===== config.mk =====
export PLATFORM = sky130hd
export DESIGN_NAME = quad8_shape_function_eval
export DESIGN_NICKNAME = d
export VERILOG_FILES = /design/src/sv/q8sf_pkg.sv /design/src/sv/quad8_shape_function_eval.sv
export SDC_FILE = /design/constraint.sdc
export NUM_CORES = 2
export LEC_CHECK = 0
export BUFFER_PORTS_ARGS = -buffer_cell sky130_fd_sc_hd__buf_2
export CAP_MARGIN = 10
export CORE_MARGIN = 1
export CORE_UTILIZATION = 55
export CTS_BUF_LIST = sky130_fd_sc_hd__clkbuf_2 sky130_fd_sc_hd__clkbuf_4 sky130_fd_sc_hd__clkbuf_8
export CTS_CLUSTER_SIZE = 8
export DETAILED_ROUTE_END_ITERATION = 8
export HOLD_SLACK_MARGIN = 0.06
export PLACE_DENSITY_LB_ADDON = 0.25
export SETUP_SLACK_MARGIN = 0.15
export SLEW_MARGIN = 20
export SYNTH_ARGS = -nofsm -noshare
export SYNTH_HDL_FRONTEND = slang
export SYNTH_SLANG_ARGS = --single-unit

===== constraint.sdc =====
create_clock -name clk_i -period 16.5 [get_ports clk_i]
set_input_delay 1.65 -clock clk_i [delete_from_list [all_inputs] [get_ports clk_i]]
set_output_delay 1.65 -clock clk_i [all_outputs]
set_load 0.02 [all_outputs]

===== src/sv/q8sf_pkg.sv =====
// ----------------------------------------------------------------------------
// q8sf_pkg
// Constants, types and helpers for the eight-node serendipity shape function
// evaluator.
// ----------------------------------------------------------------------------
`default_nettype none

package q8sf_pkg;

  localparam int FRAC_BITS = 14;
  localparam int COORD_W   = 16;
  localparam int OUT_W     = 17;
  localparam int NODE_W    = 3;
  localparam int LANES     = 3;

  // signed factor width and unsigned magnitude width (|factor| < 4.0)
  localparam int FW  = FRAC_BITS + 4;
  localparam int MW  = FRAC_BITS + 2;
  localparam int PW1 = 2 * MW;
  localparam int PW2 = 3 * MW;

  localparam logic signed [FW-1:0] ONE = FW'(1) <<< FRAC_BITS;

  localparam logic [NODE_W-1:0] LAST_NODE = NODE_W'(7);

  localparam int SHIFT_Q = 3 * FRAC_BITS + 2;  // x 1/4
  localparam int SHIFT_H = 3 * FRAC_BITS + 1;  // x 1/2
  localparam int SHIFT_W = 3 * FRAC_BITS;      // x 1

  localparam logic [PW2:0] HALF_Q = (PW2 + 1)'(1) << (SHIFT_Q - 1);
  localparam logic [PW2:0] HALF_H = (PW2 + 1)'(1) << (SHIFT_H - 1);
  localparam logic [PW2:0] HALF_W = (PW2 + 1)'(1) << (SHIFT_W - 1);

  typedef enum logic [1:0] {
    SH_Q,
    SH_H,
    SH_W
  } shift_e;

  typedef struct packed {
    logic            neg;
    logic [MW-1:0]   ma;
    logic [MW-1:0]   mb;
    logic [MW-1:0]   mc;
    shift_e          sh;
  } lane_t;

  function automatic logic signed [FW-1:0] sat_coord(input logic [COORD_W-1:0] raw);
    logic signed [FW-1:0] v;
    v = {{(FW - COORD_W){raw[COORD_W-1]}}, raw};
    if (v > ONE) begin
      v = ONE;
    end else if (v < -ONE) begin
      v = -ONE;
    end
    return v;
  endfunction

  function automatic logic [MW-1:0] mag(input logic signed [FW-1:0] v);
    logic signed [FW-1:0] a;
    a = v[FW-1] ? -v : v;
    return a[MW-1:0];
  endfunction

  function automatic lane_t mk_lane(input logic signed [FW-1:0] a,
                                    input logic signed [FW-1:0] b,
                                    input logic signed [FW-1:0] c,
                                    input shift_e               sh);
    lane_t l;
    l.neg = a[FW-1] ^ b[FW-1] ^ c[FW-1];
    l.ma  = mag(a);
    l.mb  = mag(b);
    l.mc  = mag(c);
    l.sh  = sh;
    return l;
  endfunction

endpackage

`default_nettype wire


===== src/sv/quad8_shape_function_eval.sv =====
// ----------------------------------------------------------------------------
// quad8_shape_function_eval
// Eight-node serendipity quad: shape values and xi/eta gradients of all
// eight nodes at one natural-coordinate point, one node result per cycle.
// ----------------------------------------------------------------------------
//  Channel   Ports                                        Handshake
//  point     xi_coord_i, eta_coord_i                      start / busy
//  result    node_index_o, shape_value_o, grad_xi_o,      result_valid_o strobe
//            grad_eta_o, last_node_o
//
//  The node sequencer issues one node per cycle into the shared product
//  pipeline, feeding the single result port. Node 0 shows after the factor,
//  first product, full product and result registers; the next point is taken in
//  the cycle node 7 issues. Reset clears the sequencer and the pipeline valid bits.
//  The receiver cannot stall; results are dropped onto the port as they finish.
// ----------------------------------------------------------------------------
`default_nettype none

module quad8_shape_function_eval import q8sf_pkg::*; (
  input  wire logic                      clk_i,
  input  wire logic                      rst_ni,
  input  wire logic                      start,
  output logic                           busy,
  input  wire logic signed [COORD_W-1:0] xi_coord_i,
  input  wire logic signed [COORD_W-1:0] eta_coord_i,
  output logic                           result_valid_o,
  output logic [NODE_W-1:0]              node_index_o,
  output logic signed [OUT_W-1:0]        shape_value_o,
  output logic signed [OUT_W-1:0]        grad_xi_o,
  output logic signed [OUT_W-1:0]        grad_eta_o,
  output logic                           last_node_o
);

  // sequencer
  logic                    act_q, act_d;
  logic [NODE_W-1:0]       node_q, node_d;
  logic signed [FW-1:0]    x_q, x_d, e_q, e_d;
  logic                    accept;

  // stage 1: factor magnitudes
  logic                    v1_q;
  logic [NODE_W-1:0]       node1_q;
  lane_t                   l1_q [LANES];
  lane_t                   l1_d [LANES];

  // stage 2: first product
  logic                    v2_q;
  logic [NODE_W-1:0]       node2_q;
  logic                    neg2_q [LANES];
  logic [PW1-1:0]          p1_q   [LANES];
  logic [MW-1:0]           mc2_q  [LANES];
  shift_e                  sh2_q  [LANES];

  // stage 3: full product
  logic                    v3_q;
  logic [NODE_W-1:0]       node3_q;
  logic                    neg3_q [LANES];
  logic [PW2-1:0]          p2_q   [LANES];
  shift_e                  sh3_q  [LANES];

  // stage 4: rounded results
  logic                    v4_q;
  logic [NODE_W-1:0]       node4_q;
  logic [OUT_W-1:0]        res_q [LANES];
  logic [OUT_W-1:0]        res_d [LANES];

  logic signed [FW-1:0] opx, omx, ope, ome, xmo, emo, tx, te;

  assign busy   = act_q && (node_q != LAST_NODE);
  assign accept = start && !busy;

  always_comb begin
    act_d  = act_q;
    node_d = node_q;
    x_d    = x_q;
    e_d    = e_q;
    if (accept) begin
      act_d  = 1'b1;
      node_d = '0;
      x_d    = sat_coord(xi_coord_i);
      e_d    = sat_coord(eta_coord_i);
    end else if (act_q) begin
      if (node_q == LAST_NODE) begin
        act_d = 1'b0;
      end else begin
        node_d = node_q + NODE_W'(1);
      end
    end
  end

  always_ff @(posedge clk_i or negedge rst_ni) begin
    if (!rst_ni) begin
      act_q  <= 1'b0;
      node_q <= '0;
    end else begin
      act_q  <= act_d;
      node_q <= node_d;
    end
  end

  always_ff @(posedge clk_i) begin
    x_q <= x_d;
    e_q <= e_d;
  end

  // linear factors of the point
  assign opx = ONE + x_q;
  assign omx = ONE - x_q;
  assign ope = ONE + e_q;
  assign ome = ONE - e_q;
  assign xmo = x_q - ONE;
  assign emo = e_q - ONE;
  assign tx  = x_q + x_q;
  assign te  = e_q + e_q;

  // lane 0: shape, lane 1: d/dxi, lane 2: d/deta
  always_comb begin
    case (node_q)
      3'd0: begin
        l1_d[0] = mk_lane(omx, ome, -ONE - x_q - e_q, SH_Q);
        l1_d[1] = mk_lane(ome, tx + e_q, ONE, SH_Q);
        l1_d[2] = mk_lane(omx, x_q + te, ONE, SH_Q);
      end
      3'd1: begin
        l1_d[0] = mk_lane(opx, ome, -ONE + x_q - e_q, SH_Q);
        l1_d[1] = mk_lane(ome, tx - e_q, ONE, SH_Q);
        l1_d[2] = mk_lane(opx, te - x_q, ONE, SH_Q);
      end
      3'd2: begin
        l1_d[0] = mk_lane(opx, ope, -ONE + x_q + e_q, SH_Q);
        l1_d[1] = mk_lane(ope, tx + e_q, ONE, SH_Q);
        l1_d[2] = mk_lane(opx, x_q + te, ONE, SH_Q);
      end
      3'd3: begin
        l1_d[0] = mk_lane(omx, ope, -ONE - x_q + e_q, SH_Q);
        l1_d[1] = mk_lane(ope, tx - e_q, ONE, SH_Q);
        l1_d[2] = mk_lane(omx, te - x_q, ONE, SH_Q);
      end
      3'd4: begin
        l1_d[0] = mk_lane(omx, opx, ome, SH_H);
        l1_d[1] = mk_lane(x_q, emo, ONE, SH_W);
        l1_d[2] = mk_lane(xmo, x_q + ONE, ONE, SH_H);
      end
      3'd5: begin
        l1_d[0] = mk_lane(opx, ome, ope, SH_H);
        l1_d[1] = mk_lane(ome, ope, ONE, SH_H);
        l1_d[2] = mk_lane(opx, -e_q, ONE, SH_W);
      end
      3'd6: begin
        l1_d[0] = mk_lane(omx, opx, ope, SH_H);
        l1_d[1] = mk_lane(-x_q, ope, ONE, SH_W);
        l1_d[2] = mk_lane(omx, opx, ONE, SH_H);
      end
      default: begin
        l1_d[0] = mk_lane(omx, ome, ope, SH_H);
        l1_d[1] = mk_lane(emo, e_q + ONE, ONE, SH_H);
        l1_d[2] = mk_lane(xmo, e_q, ONE, SH_W);
      end
    endcase
  end

  // round half away from zero on the magnitude, then restore sign
  always_comb begin
    logic [PW2:0] rnd;
    logic [OUT_W-1:0] m;
    for (int i = 0; i < LANES; i++) begin
      case (sh3_q[i])
        SH_Q:    rnd = ({1'b0, p2_q[i]} + HALF_Q) >> SHIFT_Q;
        SH_H:    rnd = ({1'b0, p2_q[i]} + HALF_H) >> SHIFT_H;
        SH_W:    rnd = ({1'b0, p2_q[i]} + HALF_W) >> SHIFT_W;
        default: rnd = '0;
      endcase
      m = rnd[OUT_W-1:0];
      res_d[i] = neg3_q[i] ? -m : m;
    end
  end

  always_ff @(posedge clk_i or negedge rst_ni) begin
    if (!rst_ni) begin
      v1_q <= 1'b0;
      v2_q <= 1'b0;
      v3_q <= 1'b0;
      v4_q <= 1'b0;
    end else begin
      v1_q <= act_q;
      v2_q <= v1_q;
      v3_q <= v2_q;
      v4_q <= v3_q;
    end
  end

  always_ff @(posedge clk_i) begin
    node1_q <= node_q;
    node2_q <= node1_q;
    node3_q <= node2_q;
    node4_q <= node3_q;
    for (int i = 0; i < LANES; i++) begin
      l1_q[i]   <= l1_d[i];
      neg2_q[i] <= l1_q[i].neg;
      p1_q[i]   <= l1_q[i].ma * l1_q[i].mb;
      mc2_q[i]  <= l1_q[i].mc;
      sh2_q[i]  <= l1_q[i].sh;
      neg3_q[i] <= neg2_q[i];
      p2_q[i]   <= PW2'(p1_q[i]) * PW2'(mc2_q[i]);
      sh3_q[i]  <= sh2_q[i];
      res_q[i]  <= res_d[i];
    end
  end

  assign result_valid_o = v4_q;
  assign node_index_o   = node4_q;
  assign shape_value_o  = res_q[0];
  assign grad_xi_o      = res_q[1];
  assign grad_eta_o     = res_q[2];
  assign last_node_o    = (node4_q == LAST_NODE);

  a_accept_busy: assert property (@(posedge clk_i) disable iff (!rst_ni)
    (start && !busy) |=> busy)
    else $error("busy not raised after accepted item");

  a_first_node: assert property (@(posedge clk_i) disable iff (!rst_ni)
    (start && !busy) |-> ##5 (result_valid_o && (node_index_o == '0)))
    else $error("node 0 result missing after accept");

  a_node_run: assert property (@(posedge clk_i) disable iff (!rst_ni)
    (result_valid_o && !last_node_o) |=>
      (result_valid_o && (node_index_o == $past(node_index_o) + NODE_W'(1))))
    else $error("node results not consecutive");

  a_last_flag: assert property (@(posedge clk_i) disable iff (!rst_ni)
    result_valid_o |-> (last_node_o == (node_index_o == LAST_NODE)))
    else $error("last flag mismatch");

endmodule

`default_nettype wire


==> impl_metrics.py <==
metrics = {
    "die": {
        "die_w_um": 335.2,
        "initial_utilization": 0.5577,
        "dieArea_um2": 112300,
        "core_area_um2": 109500,
        "num_io_pins": 92,
        "die_height_um": 335.2,
        "rows": 121,
    },
    "drt": {
        "vias": 50080,
        "wirelength_um": 188100,
        "drt_iter0_markers": 4452,
        "detail_route.wl_per_cell_um": 21.84,
        "drcViolationCount": 0,
        "via_per_inst": 5.816,
        "ant_nets": 0,
        "drt-pass1-iter-count": 6,
    },
    "final_layout": {
        "layout.nets": 8716,
        "final_cell_mix": "1,273 x inv_1, 1,079 x nand2_1, 1,007 x fa_1, 592 x ha_1, 527 x and2_1",
        "syn_to_final_growth_pct": 4.720,
        "mostFrequentLayoutCell": "inv_1",
        "drive_gt1_frac": 0.05262,
    },
    "yosys": {
        "mappedNetlistNets": 8818,
        "synth-xor-area-share": 0.06280,
        "synth_mux_area_frac": 0.003115,
        "synth_compound_area_frac": 0.09846,
        "async_flop_share": 0.02827,
        "synth_cell_types": 104,
        "synth-edff-count": 32,
        "yosysSeqAreaShare": 0.09871,
        "yosys.area_share.adder": 0.4516,
        "syn_area_um2": 61050,
        "synthSimpleGateAreaFrac": 0.1818,
        "yosysWarnings": 0,
        "synthCells": 7184,
        "synth_seq_cells": 283,
        "synth_top_family_by_area": "adder cells",
        "avgSynthCellArea_um2": 8.498,
        "synth_flop_cell": "dfxtp_1",
    },
    "timing": {
        "clock_skew_ns": 0.06725,
        "final_max_slew_viol_count": 0,
        "post-route-period-util": 0.4528,
        "max-slew-margin-rel": 0.1864,
        "setup_violations": 0,
        "hold_viol_final": 0,
        "tightest_slew_ns": 1.220,
        "fin_crit_ns": 7.472,
        "rsz0062_at_grt": "false",
        "fmax_ghz": 0.1338,
        "tns_ns": 0,
    },
    "clocking": {
        "cts_hold_buf": 0,
        "clockBufferDepth": 3,
        "tritoncts": "done",
        "numCtsBuffers": 55,
        "clock_latency_ns": 0.77,
        "clk_pin_slew_ns": 0.08,
        "postCtsSetupRepairBufs": 0,
        "h-tree-depth": 2,
        "clock_sink_count": 283,
        "root_buffer": "clkbuf_8",
        "ctsResizeCount": 0,
    },
    "critical_path": {
        "path_max_fanout": 16,
        "path_class": "reg2reg",
        "cp.required_ns": 17.16,
        "cp-start-kind": "flop",
        "end_kind": "flop",
        "critPathArrivalTime_ns": 8.13,
    },
    "worst_hold_path": {
        "hold_path.class": "reg2reg",
    },
    "global_route": {
        "grt_pass1_wl_um": 294500,
        "antenna_found_initial": 11,
        "grt_pass1_vias": 50940,
        "grt_overflow": 0,
        "grt_max_degree": 38,
        "track_usage": 0.3411,
    },
    "status": {
        "outcome": "finished clean",
    },
    "placed_design": {
        "dp_hpwl_um": 145000,
        "portBuffers": 91,
        "gp_congestion": 1.100,
    },
    "run": {
        "drv_cap": 0,
    },
}
-- worst max-delay path, cell delays in order (launching register included) --
cell	delay [ns]
dfxtp_1	1.00
nand2_1	0.20
fa_1	0.58
inv_1	0.05
fa_1	0.55
fa_1	0.45
fa_1	0.45
fa_1	0.55
inv_1	0.05
fa_1	0.52
inv_1	0.05
ha_1	0.32
a21o_1	0.16
a21o_1	0.18
a211oi_1	0.24
nor2_1	0.07
a2111oi_0	0.37
o21ai_0	0.26
or4_1	0.54
a31o_2	0.28
and2_1	0.18
o21ai_0	0.16
a221oi_1	0.11
-- cells by family (layout without fill, tap and decap cells) --
family                     after synthesis  count (layout)
other                                    0               8
xor gates and xnor gates               436             436
muxes                                   19              19
AOI/OAI and AO/OA                      903             903
DFF                                    283             283
buffers and inverters                 1639            1581
and+or+nand+nor                       2305            2305
adders and majority gates             1599            1599
-- synthesized netlist by cell type (all sizes together) (10+ instances only) --
master / number / area, um2
o211ai: 15 / 112.6
clkbuf: 292 / 1097
a31oi: 40 / 265.3
o31ai: 25 / 211.5
or2: 20 / 127.6
a21o: 43 / 322.8
o21bai: 23 / 172.7
mux2i: 19 / 190.2
nand2: 1080 / 4056
a211o: 11 / 96.34
clkinv: 10 / 37.54
a211oi: 33 / 257.7
o22ai: 40 / 250.2
ha: 592 / 7407
nand3: 52 / 270.3
o21ai: 209 / 1054
edfxtp: 32 / 960.9
o2111ai: 11 / 96.34
a21oi: 221 / 1106
nor3: 101 / 570.6
or3: 41 / 266.5
a2111oi: 12 / 130.1
xnor2: 327 / 2879
nor2: 261 / 984.7
nand4: 29 / 181.4
inv: 1277 / 4793
nor2b: 47 / 296.5
or4: 11 / 82.58
o221ai: 50 / 437.9
and2: 528 / 3303
nor3b: 10 / 85.08
fa: 1007 / 20160
and3: 29 / 181.4
xor2: 109 / 954.7
o21a: 32 / 240.2
a22oi: 10 / 75.07
buf: 60 / 392.9
nor4: 30 / 219.0
a221oi: 28 / 245.2
dfxtp: 243 / 4865
nand2b: 40 / 250.2
-- final cells by class --
cell class                 count  area [um2]
multi-input combinational   5262       48730
fill                        9894       45530
clock inverter                23       259.0
clock buffer                  78       998.5
sequential                   283        6026
inverter                    1287        4831
antenna                        8       20.02
timing repair buffer         193        1221
tap                         1476        1847
-- state kept, by name, summed over array words and instances, names as in the netlist, 16 cells and up --
signal	count
e_q	16
l1_q	116
mc2_q	16
p1_q	42
p2_q	16
res_q	29
x_q	16
-- routing by layer --
layer / vias up / track usage / wire, um
met5: - / 0 / 30
li1: 22320 / - / -
met3: 521 / 0.07282 / 18680
met1: 24740 / 0.4665 / 77830
met2: 2491 / 0.5226 / 82430
met4: 4 / 0.1455 / 9092
-- stage by stage --
stage / setup slack, ns / hold WS [ns] / std cells / util / instance area [um2]
floorplan: 10.01 / 0.3096 / 7184 / - / 61050
global placement: 9.390 / 0.3106 / 8501 / 0.5723 / 62640
detailed placement: 9.112 / 0.3121 / 8501 / 0.5723 / 62640
CTS: 9.105 / 0.2907 / 8602 / 0.5838 / 63900
global route: 8.635 / 0.3079 / 8604 / 0.5839 / 63910
finish: 9.028 / 0.2967 / 8610 / 0.5840 / 63930
-- worst paths after layout --
path                                            endpoint  cells past startpoint                start  slack [ns]
max in group asynchronous                 v3_q$_DFF_PN0_                      1               rst_ni       15.56
worst min-delay path                 sh3_q[0][0]$_DFF_P_                      0  sh2_q[0][0]$_DFF_P_        0.30
worst min register to register       sh3_q[0][0]$_DFF_P_                      0  sh2_q[0][0]$_DFF_P_        0.30
min in group asynchronous       result_valid_o$_DFF_PN0_                      1               rst_ni        0.76
worst max-delay path                 p2_q[0][46]$_DFF_P_                     22  p1_q[0][30]$_DFF_P_        9.03
worst max register to register       p2_q[0][46]$_DFF_P_                     22  p1_q[0][30]$_DFF_P_        9.03
Power is not shown: default switching activity piles up to over one toggle a cycle in this logic, so the estimate is an artifact.
